<file path="src/rtl/fse_pkg.sv">
// ----------------------------------------------------------------------------
// fse_pkg
// Shared types, codes and sector layout helpers for the sector erase job unit.
// ----------------------------------------------------------------------------
package fse_pkg;

  localparam int unsigned FseSmallSectorBytes  = 16384;
  localparam int unsigned FseMediumSectorBytes = 65536;
  localparam int unsigned FseLargeSectorBytes  = 131072;
  localparam int unsigned FseSectorCount       = 12;

  localparam int unsigned FseOffsetWidth = 21;
  localparam int unsigned FseSectorWidth = 4;
  localparam int unsigned FseLeftWidth   = 5;
  localparam int unsigned FseAddrWidth   = 32;

  typedef enum logic [1:0] {
    CMD_INIT  = 2'd0,
    CMD_ERASE = 2'd1,
    CMD_TICK  = 2'd2
  } cmd_e;

  typedef enum logic [1:0] {
    ST_UNINIT = 2'd0,
    ST_IDLE   = 2'd1,
    ST_BUSY   = 2'd2
  } status_e;

  typedef enum logic [2:0] {
    ERR_NONE   = 3'd0,
    ERR_UNINIT = 3'd1,
    ERR_BUSY   = 3'd2,
    ERR_ADDR   = 3'd3,
    ERR_LEN    = 3'd4
  } err_e;

  typedef struct packed {
    logic [1:0]                command;
    logic [FseOffsetWidth-1:0] address_offset;
    logic [FseOffsetWidth-1:0] length_bytes;
    logic                      flash_busy;
  } in_item_t;

  typedef struct packed {
    logic [2:0]                error_code;
    logic [1:0]                status_now;
    logic                      job_result;
    logic                      erase_issue;
    logic [FseSectorWidth-1:0] erase_sector;
  } out_item_t;

  // Range check and sector lookup for one erase request
  typedef struct packed {
    logic                      addr_bad;
    logic                      len_bad;
    logic [FseSectorWidth-1:0] first;
    logic [FseLeftWidth-1:0]   count;
  } sector_map_t;

  // Byte offset at which sector idx starts; idx equal to the sector count
  // gives the flash size.
  function automatic logic [FseAddrWidth-1:0] sector_start(
    input int unsigned idx,
    input int unsigned small_bytes,
    input int unsigned medium_bytes,
    input int unsigned large_bytes
  );
    logic [FseAddrWidth-1:0] start;
    if (idx <= 4) begin
      start = FseAddrWidth'(idx * small_bytes);
    end else begin
      start = FseAddrWidth'(4 * small_bytes + medium_bytes + (idx - 5) * large_bytes);
    end
    return start;
  endfunction

endpackage

</file>
<file path="src/rtl/fse_sector_map.sv">
// ----------------------------------------------------------------------------
// fse_sector_map
// Checks an erase range against the flash size and finds the first sector
// and the number of sectors up to the rounded end.
// ----------------------------------------------------------------------------
module fse_sector_map import fse_pkg::*; #(
  parameter int unsigned SMALL_SECTOR_BYTES  = FseSmallSectorBytes,
  parameter int unsigned MEDIUM_SECTOR_BYTES = FseMediumSectorBytes,
  parameter int unsigned LARGE_SECTOR_BYTES  = FseLargeSectorBytes,
  parameter int unsigned SECTOR_COUNT        = FseSectorCount
) (
  input  logic [FseOffsetWidth-1:0] offset_i,
  input  logic [FseOffsetWidth-1:0] length_i,
  output sector_map_t               map_o
);

  localparam logic [FseAddrWidth-1:0] FlashSize =
    sector_start(SECTOR_COUNT, SMALL_SECTOR_BYTES, MEDIUM_SECTOR_BYTES, LARGE_SECTOR_BYTES);

  logic [FseAddrWidth-1:0] off_ext;
  logic [FseAddrWidth-1:0] end_ext;
  logic [FseLeftWidth-1:0] first_acc;
  logic [FseLeftWidth-1:0] total_acc;

  assign off_ext = FseAddrWidth'(offset_i);
  assign end_ext = FseAddrWidth'(offset_i) + FseAddrWidth'(length_i);

  // Starts are monotone: the first sector is the number of sector starts
  // (past the zeroth) at or below the offset, and every sector before it
  // also starts below the end, so the job count is the total less first.
  always_comb begin
    first_acc = '0;
    total_acc = '0;
    for (int unsigned i = 0; i < SECTOR_COUNT; i++) begin
      if (i > 0 && off_ext >= sector_start(i, SMALL_SECTOR_BYTES, MEDIUM_SECTOR_BYTES,
                                           LARGE_SECTOR_BYTES)) begin
        first_acc = first_acc + FseLeftWidth'(1);
      end
      if (end_ext > sector_start(i, SMALL_SECTOR_BYTES, MEDIUM_SECTOR_BYTES,
                                 LARGE_SECTOR_BYTES)) begin
        total_acc = total_acc + FseLeftWidth'(1);
      end
    end
  end

  assign map_o.addr_bad = (off_ext >= FlashSize);
  assign map_o.len_bad  = (length_i == '0) || (end_ext > FlashSize);
  assign map_o.first    = first_acc[FseSectorWidth-1:0];
  assign map_o.count    = total_acc - first_acc;

endmodule

</file>
<file path="src/rtl/flash_sector_erase_job_unit.sv">
// ----------------------------------------------------------------------------
// flash_sector_erase_job_unit
// Erase job controller: init, checked erase requests and one sector erase
// per tick while the flash is free.
// ----------------------------------------------------------------------------
// One item (init, erase request or tick) is taken per clock cycle, stalls
// apart, and gives one result item, which appears in the output register on
// the cycle after acceptance unless an earlier result is still waiting
// there, in which case it is held in the skid register until the output
// register frees up. The whole decision, including the parallel sector
// compares of the layout lookup, sits between the job state registers and
// the output register, so the rate is one item per cycle. A two-entry output
// stage (output register plus skid register) keeps in_ready_o high while one
// result waits; it drops only once both entries are occupied.
module flash_sector_erase_job_unit import fse_pkg::*; #(
  parameter int unsigned SMALL_SECTOR_BYTES  = FseSmallSectorBytes,
  parameter int unsigned MEDIUM_SECTOR_BYTES = FseMediumSectorBytes,
  parameter int unsigned LARGE_SECTOR_BYTES  = FseLargeSectorBytes,
  parameter int unsigned SECTOR_COUNT        = FseSectorCount
) (
  input  logic      clk_i,
  input  logic      rst_ni,
  input  logic      in_valid_i,
  output logic      in_ready_o,
  input  in_item_t  in_data_i,
  output logic      out_valid_o,
  input  logic      out_ready_i,
  output out_item_t out_data_o
);

  status_e                   status_q, status_d;
  logic                      pending_q, pending_d;
  logic [FseSectorWidth-1:0] next_q, next_d;
  logic [FseLeftWidth-1:0]   left_q, left_d;

  logic      out_valid_q;
  out_item_t out_q;
  logic      skid_valid_q;
  out_item_t skid_q;

  logic        accept;
  out_item_t   res;
  sector_map_t map;
  logic [FseLeftWidth-1:0] left_after;

  fse_sector_map #(
    .SMALL_SECTOR_BYTES (SMALL_SECTOR_BYTES),
    .MEDIUM_SECTOR_BYTES(MEDIUM_SECTOR_BYTES),
    .LARGE_SECTOR_BYTES (LARGE_SECTOR_BYTES),
    .SECTOR_COUNT       (SECTOR_COUNT)
  ) u_map (
    .offset_i(in_data_i.address_offset),
    .length_i(in_data_i.length_bytes),
    .map_o   (map)
  );

  assign in_ready_o = !skid_valid_q;
  assign accept     = in_valid_i && in_ready_o;

  always_comb begin
    status_d       = status_q;
    pending_d      = pending_q;
    next_d         = next_q;
    left_d         = left_q;
    left_after     = left_q;
    res.error_code = ERR_NONE;
    res.erase_issue  = 1'b0;
    res.erase_sector = '0;
    unique case (in_data_i.command)
      CMD_INIT: begin
        // init goes ahead even over a running job, which is dropped
        if (status_q == ST_BUSY) res.error_code = ERR_BUSY;
        status_d  = ST_IDLE;
        pending_d = 1'b0;
        next_d    = '0;
        left_d    = '0;
      end
      CMD_ERASE: begin
        priority if (status_q == ST_UNINIT) begin
          res.error_code = ERR_UNINIT;
        end else if (status_q == ST_BUSY) begin
          res.error_code = ERR_BUSY;
        end else if (map.addr_bad) begin
          res.error_code = ERR_ADDR;
        end else if (map.len_bad) begin
          res.error_code = ERR_LEN;
        end else begin
          next_d    = map.first;
          left_d    = map.count;
          status_d  = ST_BUSY;
          pending_d = 1'b1;
        end
      end
      CMD_TICK: begin
        if (status_q == ST_UNINIT) begin
          res.error_code = ERR_UNINIT;
        end else if (pending_q) begin
          if (left_q != '0 && !in_data_i.flash_busy) begin
            res.erase_issue  = 1'b1;
            res.erase_sector = next_q;
            next_d     = next_q + FseSectorWidth'(1);
            left_after = left_q - FseLeftWidth'(1);
          end
          left_d = left_after;
          if (left_after == '0) begin
            pending_d = 1'b0;
            status_d  = ST_IDLE;
          end
        end
      end
      default: begin
        // unused command code: no effect
      end
    endcase
    res.status_now = status_d;
    res.job_result = pending_d;
  end

  always_ff @(posedge clk_i or negedge rst_ni) begin
    if (!rst_ni) begin
      status_q  <= ST_UNINIT;
      pending_q <= 1'b0;
      next_q    <= '0;
      left_q    <= '0;
    end else if (accept) begin
      status_q  <= status_d;
      pending_q <= pending_d;
      next_q    <= next_d;
      left_q    <= left_d;
    end
  end

  // output register with a skid entry behind it
  always_ff @(posedge clk_i or negedge rst_ni) begin
    if (!rst_ni) begin
      out_valid_q  <= 1'b0;
      skid_valid_q <= 1'b0;
    end else if (!out_valid_q || out_ready_i) begin
      if (skid_valid_q) begin
        out_valid_q  <= 1'b1;
        skid_valid_q <= 1'b0;
      end else begin
        out_valid_q <= accept;
      end
    end else if (accept) begin
      skid_valid_q <= 1'b1;
    end
  end

  always_ff @(posedge clk_i) begin
    if (!out_valid_q || out_ready_i) begin
      if (skid_valid_q) begin
        out_q <= skid_q;
      end else if (accept) begin
        out_q <= res;
      end
    end else if (accept) begin
      skid_q <= res;
    end
  end

  assign out_valid_o = out_valid_q;
  assign out_data_o  = out_q;

endmodule

</file>
<file path="config.mk">
export PLATFORM = sky130hd
export DESIGN_NAME = flash_sector_erase_job_unit
export DESIGN_NICKNAME = d
export VERILOG_FILES = /design/src/rtl/fse_pkg.sv /design/src/rtl/fse_sector_map.sv /design/src/rtl/flash_sector_erase_job_unit.sv
export SDC_FILE = /design/constraint.sdc
export NUM_CORES = 1
export LEC_CHECK = 0
export BUFFER_PORTS_ARGS = -buffer_cell sky130_fd_sc_hd__buf_2
export CELL_PAD_IN_SITES_DETAIL_PLACEMENT = 1
export CELL_PAD_IN_SITES_GLOBAL_PLACEMENT = 1
export CORE_ASPECT_RATIO = 0.6
export CORE_MARGIN = 4
export CORE_UTILIZATION = 33
export DETAILED_ROUTE_END_ITERATION = 8
export GPL_TIMING_DRIVEN = 0
export PLACE_DENSITY_LB_ADDON = 0.1
export SETUP_SLACK_MARGIN = 0.02
export SLEW_MARGIN = 20
export SYNTH_ARGS = -nofsm -noshare
export SYNTH_HDL_FRONTEND = slang
export SYNTH_SLANG_ARGS = --single-unit
</file>
<file path="constraint.sdc">
create_clock -name clk_i -period 2.5 [get_ports clk_i]
set_input_delay 0.125 -clock clk_i [delete_from_list [all_inputs] [get_ports clk_i]]
set_output_delay 0.125 -clock clk_i [all_outputs]
set_load 0.05 [all_outputs]
</file>
Word level (Yosys, flattened, before mapping)
Cells that the tools add are included.
{ "totals": {"out_inout_bits": 13, "regBits": 36} }
{ "classes": {"n_mux": 74, "addsub": 25, "eq_ne": 10, "order_cmp": 25, "reduce_logical": 19, "bitwise": 1} }
{ "op_table": {"columns": ["op", "count"], "rows": [
  ["$mux W5", 35],
  ["$gt A32 B20 Y1 const B", 4],
  ["$add A5 B1 Y5 const B", 20],
  ["$ge A21 B20 Y1 const B", 4],
  ["$gt A32 B16 Y1 const B", 2],
  ["$gt A32 B19 Y1 const B", 2],
  ["$ge A21 B16 Y1 const B", 2],
  ["$ge A21 B19 Y1 const B", 2],
  ["$gt A32 B1 Y1 const B", 1],
  ["$gt A32 B15 Y1 const B", 1],
  ["$gt A32 B17 Y1 const B", 1],
  ["$gt A32 B18 Y1 const B", 1],
  ["$gt A32 B21 Y1 const B", 1],
  ["$mux W4", 7],
  ["$add A21 B21 Y22", 1],
  ["$mux W11", 2],
  ["$ge A21 B15 Y1 const B", 1],
  ["$ge A21 B17 Y1 const B", 1],
  ["$ge A21 B18 Y1 const B", 1],
  ["$ge A21 B21 Y1 const B", 1],
  ["$logic_not A21 Y1", 1],
  ["$mux W2", 8],
  ["$pmux W5 S3", 1],
  ["$ne A2 B2 Y1 const B", 7],
  ["other kinds (24)", 47]
]} }

Depth between registers and ports, before layout
{ "logic_depth": {"depth_word": 31, "ltp_mapped": 48, "depth_no_buf": 48} }

Cells and area by module
From an unflattened synthesis, not the netlist that was laid out.
{ "hier_totals": {"hier_cells": 768, "area_unflattened_um2": 6000.8} }
{ "by_module_without_submodules": {"columns": ["module", "cells_per_inst", "seq_area_each_um2", "instances", "area_per_inst_um2"], "rows": [
  ["fse_sector_map", 563, 0.0, 1, 3873.7],
  ["flash_sector_erase_job_unit", 205, 1011.0, 1, 2127.0]
]} }

Worst setup path after synthesis
No wires, ideal clock.
{ "synth_timing": {"path_kind": "input port to flip-flop", "start": "in in_data_i[1] (netlist bit)", "end": "reg left_q[4]", "n_path_buf": 1, "t_arrival_ns": 9.841, "path_slack_ns": -7.410, "stages": 47, "path_cell_list": "ha_1 fa_1 a21o_1 a221oi_4 o31ai_2 or3_1 a211o_1 nor4_1 nand2b_1 ha_1 clkbuf_1 xnor2_1 ha_1 o21a_1 or2_2 ha_1 o21bai_1 o31ai_4 [11 not listed] nand2b_1 o31ai_1 xnor2_1 a21oi_1 ha_1 nand2_1 xnor2_1 xnor2_1 ha_1 a21o_1 a21oi_1 xnor2_1 xnor2_1 xnor2_1 xnor3_1 xnor2_1 a2111o_1 nand3_1"} }
{ "synth_between": {"elab_chain_len": 31, "elab_cells_between_ends": 47} }
{ "synth_rtl": {"columns": ["element", "line_no", "text"], "rows": [
  ["from (decl)", "flash_sector_erase_job_unit.sv:25", "input in_item_t in_data_i,"],
  ["$add A21 B21 Y22", "fse_sector_map.sv:26", "assign end_ext = FseAddrWidth'(offset_i) + FseAddrWidth'(length_i);"],
  ["$gt A32 B1 Y1", "fse_sector_map.sv:39", "if (end_ext > sector_start(i, SMALL_SECTOR_BYTES, MEDIUM_SECTOR_BYTES,"],
  ["$mux W1", "fse_sector_map.sv:39", null],
  ["$add A1 B1 Y2", "fse_sector_map.sv:41", "total_acc = total_acc + FseLeftWidth'(1);"],
  ["$mux W5", "fse_sector_map.sv:39", null],
  ["$add A5 B1 Y5", "fse_sector_map.sv:41", null],
  ["$mux W5", "fse_sector_map.sv:39", null],
  ["$add A5 B1 Y5", "fse_sector_map.sv:41", null],
  ["[15 not listed]", null, null],
  ["$add A5 B1 Y5", "fse_sector_map.sv:41", null],
  ["$mux W5", "fse_sector_map.sv:39", null],
  ["$sub A5 B5 Y5", "fse_sector_map.sv:49", "assign map_o.count = total_acc - first_acc;"],
  ["$mux W5", "flash_sector_erase_job_unit.sv:85", "end else if (map.len_bad) begin"],
  ["$mux W5", "flash_sector_erase_job_unit.sv:83", "end else if (map.addr_bad) begin"],
  ["$mux W5", "flash_sector_erase_job_unit.sv:81", "end else if (status_q == ST_BUSY) begin"],
  ["$mux W5", "flash_sector_erase_job_unit.sv:79", "priority if (status_q == ST_UNINIT) begin"],
  ["$pmux W5 S3", "flash_sector_erase_job_unit.sv:69", "unique case (in_data_i.command)"],
  ["to (signal assigned)", "flash_sector_erase_job_unit.sv:129", "left_q <= left_d;"],
  ["to (decl)", "flash_sector_erase_job_unit.sv:34", "logic [FseLeftWidth-1:0] left_q, left_d;"]
]} }
Several ways; a longest one is shown, not always the timed one. The select of a mux whose other input is x is not followed.
A chain may end at the register's enable or synchronous reset.

Worst setup path after layout
Ends and elaborated chain as after synthesis.

==> out/qor.yml <==
outcome:
  status: "finished with violations"
  violations: "setup timing"
synthesis:
  ys_async_sr_fraction: 0.3889
  synth_compound_area_frac: 0.2516
  post-synth-top-area-cell: "edfxtp_1"
  yosys_warnings: 0
  yosys-top-cells-count: "64 x nand2_1, 51 x ha_1, 49 x nor2_1"
  synthSimpleGateAreaFrac: 0.2341
  yosys-top-cells-area: "edfxtp_1 12%, ha_1 11%, dfrtp_1 6.2%, xnor2_1 6.0%, nand2_1 4.2%"
  synth_seq_cells: 36
  synth_top_family_by_area: "compound AO/OA/AOI/OAI gates"
  synth_area_um2: 5659
  synth-seq-area-share: 0.1786
  synth.distinct_cells: 91
  yosys.area_share.xor_xnor: 0.1152
  synth_fa_ha_area_frac: 0.1254
  avgSynthCellArea_um2: 8.143
  yosysTopAreaCellShare: 0.1167
  synthMuxAreaShare: 0.05350
  syn_inst: 695
  yosysMostFrequentCell: "nand2_1"
  synth_nets: 797
  synth_edf_count: 22
  synth-main-ff-cell: "edfxtp_1"
power_and_ir_drop:
  power_frac_seq: 0.121
  p_per_area_nw_per_um2: 854.3
  clkPwrFrac: 0.091
  pwr-share-comb: 0.788
  switchingPower_mw: 3.250
  power_leakage_nw: 3.337
  internal_power_mw: 3.614
  irDropWorstVdd_v: 0.0006778
  swShare: 0.4735
clock_network:
  clk_path_buf_depth: 2
  h-tree-depth: 2
  clockRootBuffer: "clkbuf_16"
  cts_tree: "yes"
  clock-sinks: 36
  clkSlewWorstSetupHoldPaths_ps: 60
  clock_latency_ps: 290
  numCtsBuffers: 5
drt:
  wl_per_cell_um: 19.76
  routed_wl_mm: 21.10
  ant_nets: 0
  post_drt_via_cell_ratio: 5.628
  firstDrtPassIters: 4
  drt-initial-drc-count: 420
  remaining_drc_errors: 0
  num_vias: 6011
setup_path:
  cp_slowest_cell: "a211o_4"
  critPathMaxFanout: 5
  cp.arrival_ps: 9370
  crit_path_end_kind: "flop"
  cp-start-kind: "input pin"
  required_ps: 2730
  max_stage_delay_ps: 370
  critPathKind: "input pin to flop"
sta:
  timing_hold_violations_final: 0
  finalWorstSetupSlack_ps: -6641
  tns_ps: -53370
  clock.fmax_mhz: 109.4
  period_minus_slack_ps: 9141
  period_share: 3.657
  fin_skew_ps: 3.314
  setup_viol: 20
  grt_setup_unrepaired: "yes"
  timing.slew.headroom: 0.4112
  final-max-slew-violation-count: 0
  worstMarginPinSlew_ps: 873.9
finish:
  fillerInstances: 1942
  diodes: 0
  fin_cells: 1068
  fin_nets: 941
  area.growth.synth_to_final_pct: 41.99
  drive_above_1_share: 0.3774
flow_run:
  drv_cap: 0
die:
  initial_utilization: 0.3423
  num_rows: 36
  die_w_um: 177.1
  io_pins: 62
  core_um2: 16530
  dieArea_um2: 19380
  die_h_um: 109.4
grt:
  grt_max_degree: 15
  grt_pass1_vias: 6065
  grt_pass1_wl_mm: 33.40
  overflow: 0
  antenna_found_initial: 0
  grt_usage: 0.2152
placed_design:
  gp_congestion: 0.8223
  hpwl_mm: 15.60
  port_buffers: 61
  place_inst: 984
hold_path:
  min_path_type: "input pin to flop"
## logic make-up (layout without fill, tap and decap cells)
kind of cell | after synthesis | in the layout
buffers and inverters | 60 | 205
flip-flops | 36 | 36
AO/OA/AOI/OAI | 196 | 196
XOR/XNOR | 66 | 66
multiplexers | 28 | 28
AND/OR/NAND/NOR | 253 | 253
adder cells (fa/ha/maj) | 56 | 56
## cell usage in the layout (no fill, tap or decap), types with 6 or more instances in the layout
master | Yosys | layout
a21o_1 | 10 | 10
dfrtp_1 | 14 | 14
nor2b_1 | 10 | 9
o21ai_0 | 42 | 31
nand3b_1 | 6 | 6
nand4_1 | 7 | 7
nand2b_1 | 9 | 8
buf_4 | 0 | 69
xnor2_2 | 4 | 15
xnor2_1 | 39 | 26
xor2_1 | 20 | 16
nor3_1 | 21 | 19
o21ai_1 | 4 | 6
mux2_2 | 18 | 8
buf_6 | 1 | 13
inv_1 | 34 | 29
edfxtp_1 | 22 | 22
nor2_1 | 49 | 41
clkbuf_16 | 0 | 6
clkbuf_1 | 17 | 10
mux2i_1 | 10 | 8
nand2_1 | 64 | 58
ha_1 | 51 | 37
o22ai_1 | 8 | 6
a21oi_2 | 0 | 6
a31oi_1 | 12 | 11
and2_1 | 11 | 11
inv_2 | 3 | 7
o211ai_1 | 11 | 11
or2_2 | 7 | 6
a21oi_1 | 42 | 34
nand3_1 | 24 | 20
buf_2 | 2 | 57
mux2_4 | 0 | 10
ha_4 | 0 | 13
## power groups by stage
| stage | combinational, mW | sequential (mW) | clock, mW |
|---|---|---|---|
| 3_5_place_dp | 3.93 | 0.833 | 0 |
| 3_3_place_gp | 3.83 | 0.826 | 0 |
| 5_1_grt | 5.85 | 0.842 | 0.661 |
| 4_1_cts | 4.85 | 0.823 | 0.626 |
| 6_report | 5.41 | 0.828 | 0.624 |
| 2_1_floorplan | 2.94 | 0.867 | 0 |
## worst max-delay path: cells and delay by family
kind | cells | cell delay, ps
XOR/XNOR | 10 | 1970
AO/OA/AOI/OAI | 13 | 2570
adder cells (fa/ha/maj) | 9 | 2270
buffers and inverters | 6 | 630
AND/OR/NAND/NOR | 8 | 1760
## flip-flops by register name, summed over array words and instances, names as in the netlist
| register | count |
|---|---|
| skid_q | 11 |
| skid_valid_q | 1 |
| out_data_o | 11 |
| pending_q | 1 |
| out_valid_o | 1 |
| status_q | 2 |
| next_q | 4 |
| left_q | 5 |
## metal layers
metal	share of wire	GRT usage	vias to the layer above	wire length, µm
met2	0.41	0.3068	96	8638
met3	0.035	0.03093	22	734
li1	-	-	2891	-
met5	0	0	-	0
met4	0.011	0.02815	0	235
met1	0.54	0.3461	3002	11490
## per-stage QoR
| stage | total power [mW] | cell area, µm² | util | hold WS (ps) | setup WS (ps) |
|---|---|---|---|---|---|
| finish | 6.865 | 8035 | 0.4861 | 102.5 | -6641 |
| global route | 7.354 | 8035 | 0.4861 | 88.51 | -7091 |
| CTS | 6.298 | 7605 | 0.4600 | 91.98 | -6407 |
| detailed placement | 4.767 | 6579 | 0.3980 | 63.52 | -8018 |
| global placement | 4.655 | 6579 | 0.3980 | 61.93 | -7906 |
| floorplan | 3.802 | 5988 | - | -170.6 | -6530 |
## worst paths after layout
path                            slack, ps                      end  cells past startpoint                  start
worst min register to register        520    next_q[3]$_DFFE_PN0P_                      2  next_q[3]$_DFFE_PN0P_
min in group asynchronous             280    left_q[3]$_DFFE_PN0P_                      2                 rst_ni
worst max register to register       -490  out_data_o[7]$_DFFE_PP_                     14  left_q[0]$_DFFE_PN0P_
worst max-delay path                -6640    left_q[4]$_DFFE_PN0P_                     46           in_data_i[1]
worst min-delay path                  100  out_valid_o$_DFFE_PN0N_                      3             in_valid_i
max in group asynchronous            1950    next_q[1]$_DFFE_PN0P_                      2                 rst_ni
## layout make-up
cell class,instances,area [µm²],area share
inverter,39,148.9,0.01853
tap,228,285.3,0.03550
clock inverter,2,7.507,0.0009343
sequential,36,1011,0.1258
timing repair buffer,138,957.2,0.1191
buffer,20,148.9,0.01853
clock buffer,6,128.9,0.01604
multi-input combinational,599,5348,0.6655
## repair_timing
action | 4_1_cts | 5_1_grt
gates resized for setup | 79 | 76
buffers inserted | 60 | 16
cloned | 0 | 0
pin swaps | 52 | 33
hold buffers | 1 | 0
endpoints found under the hold margin | 14 | 0
endpoints found under the setup margin | 20 | 28
Power figures use the tool's default switching activity.
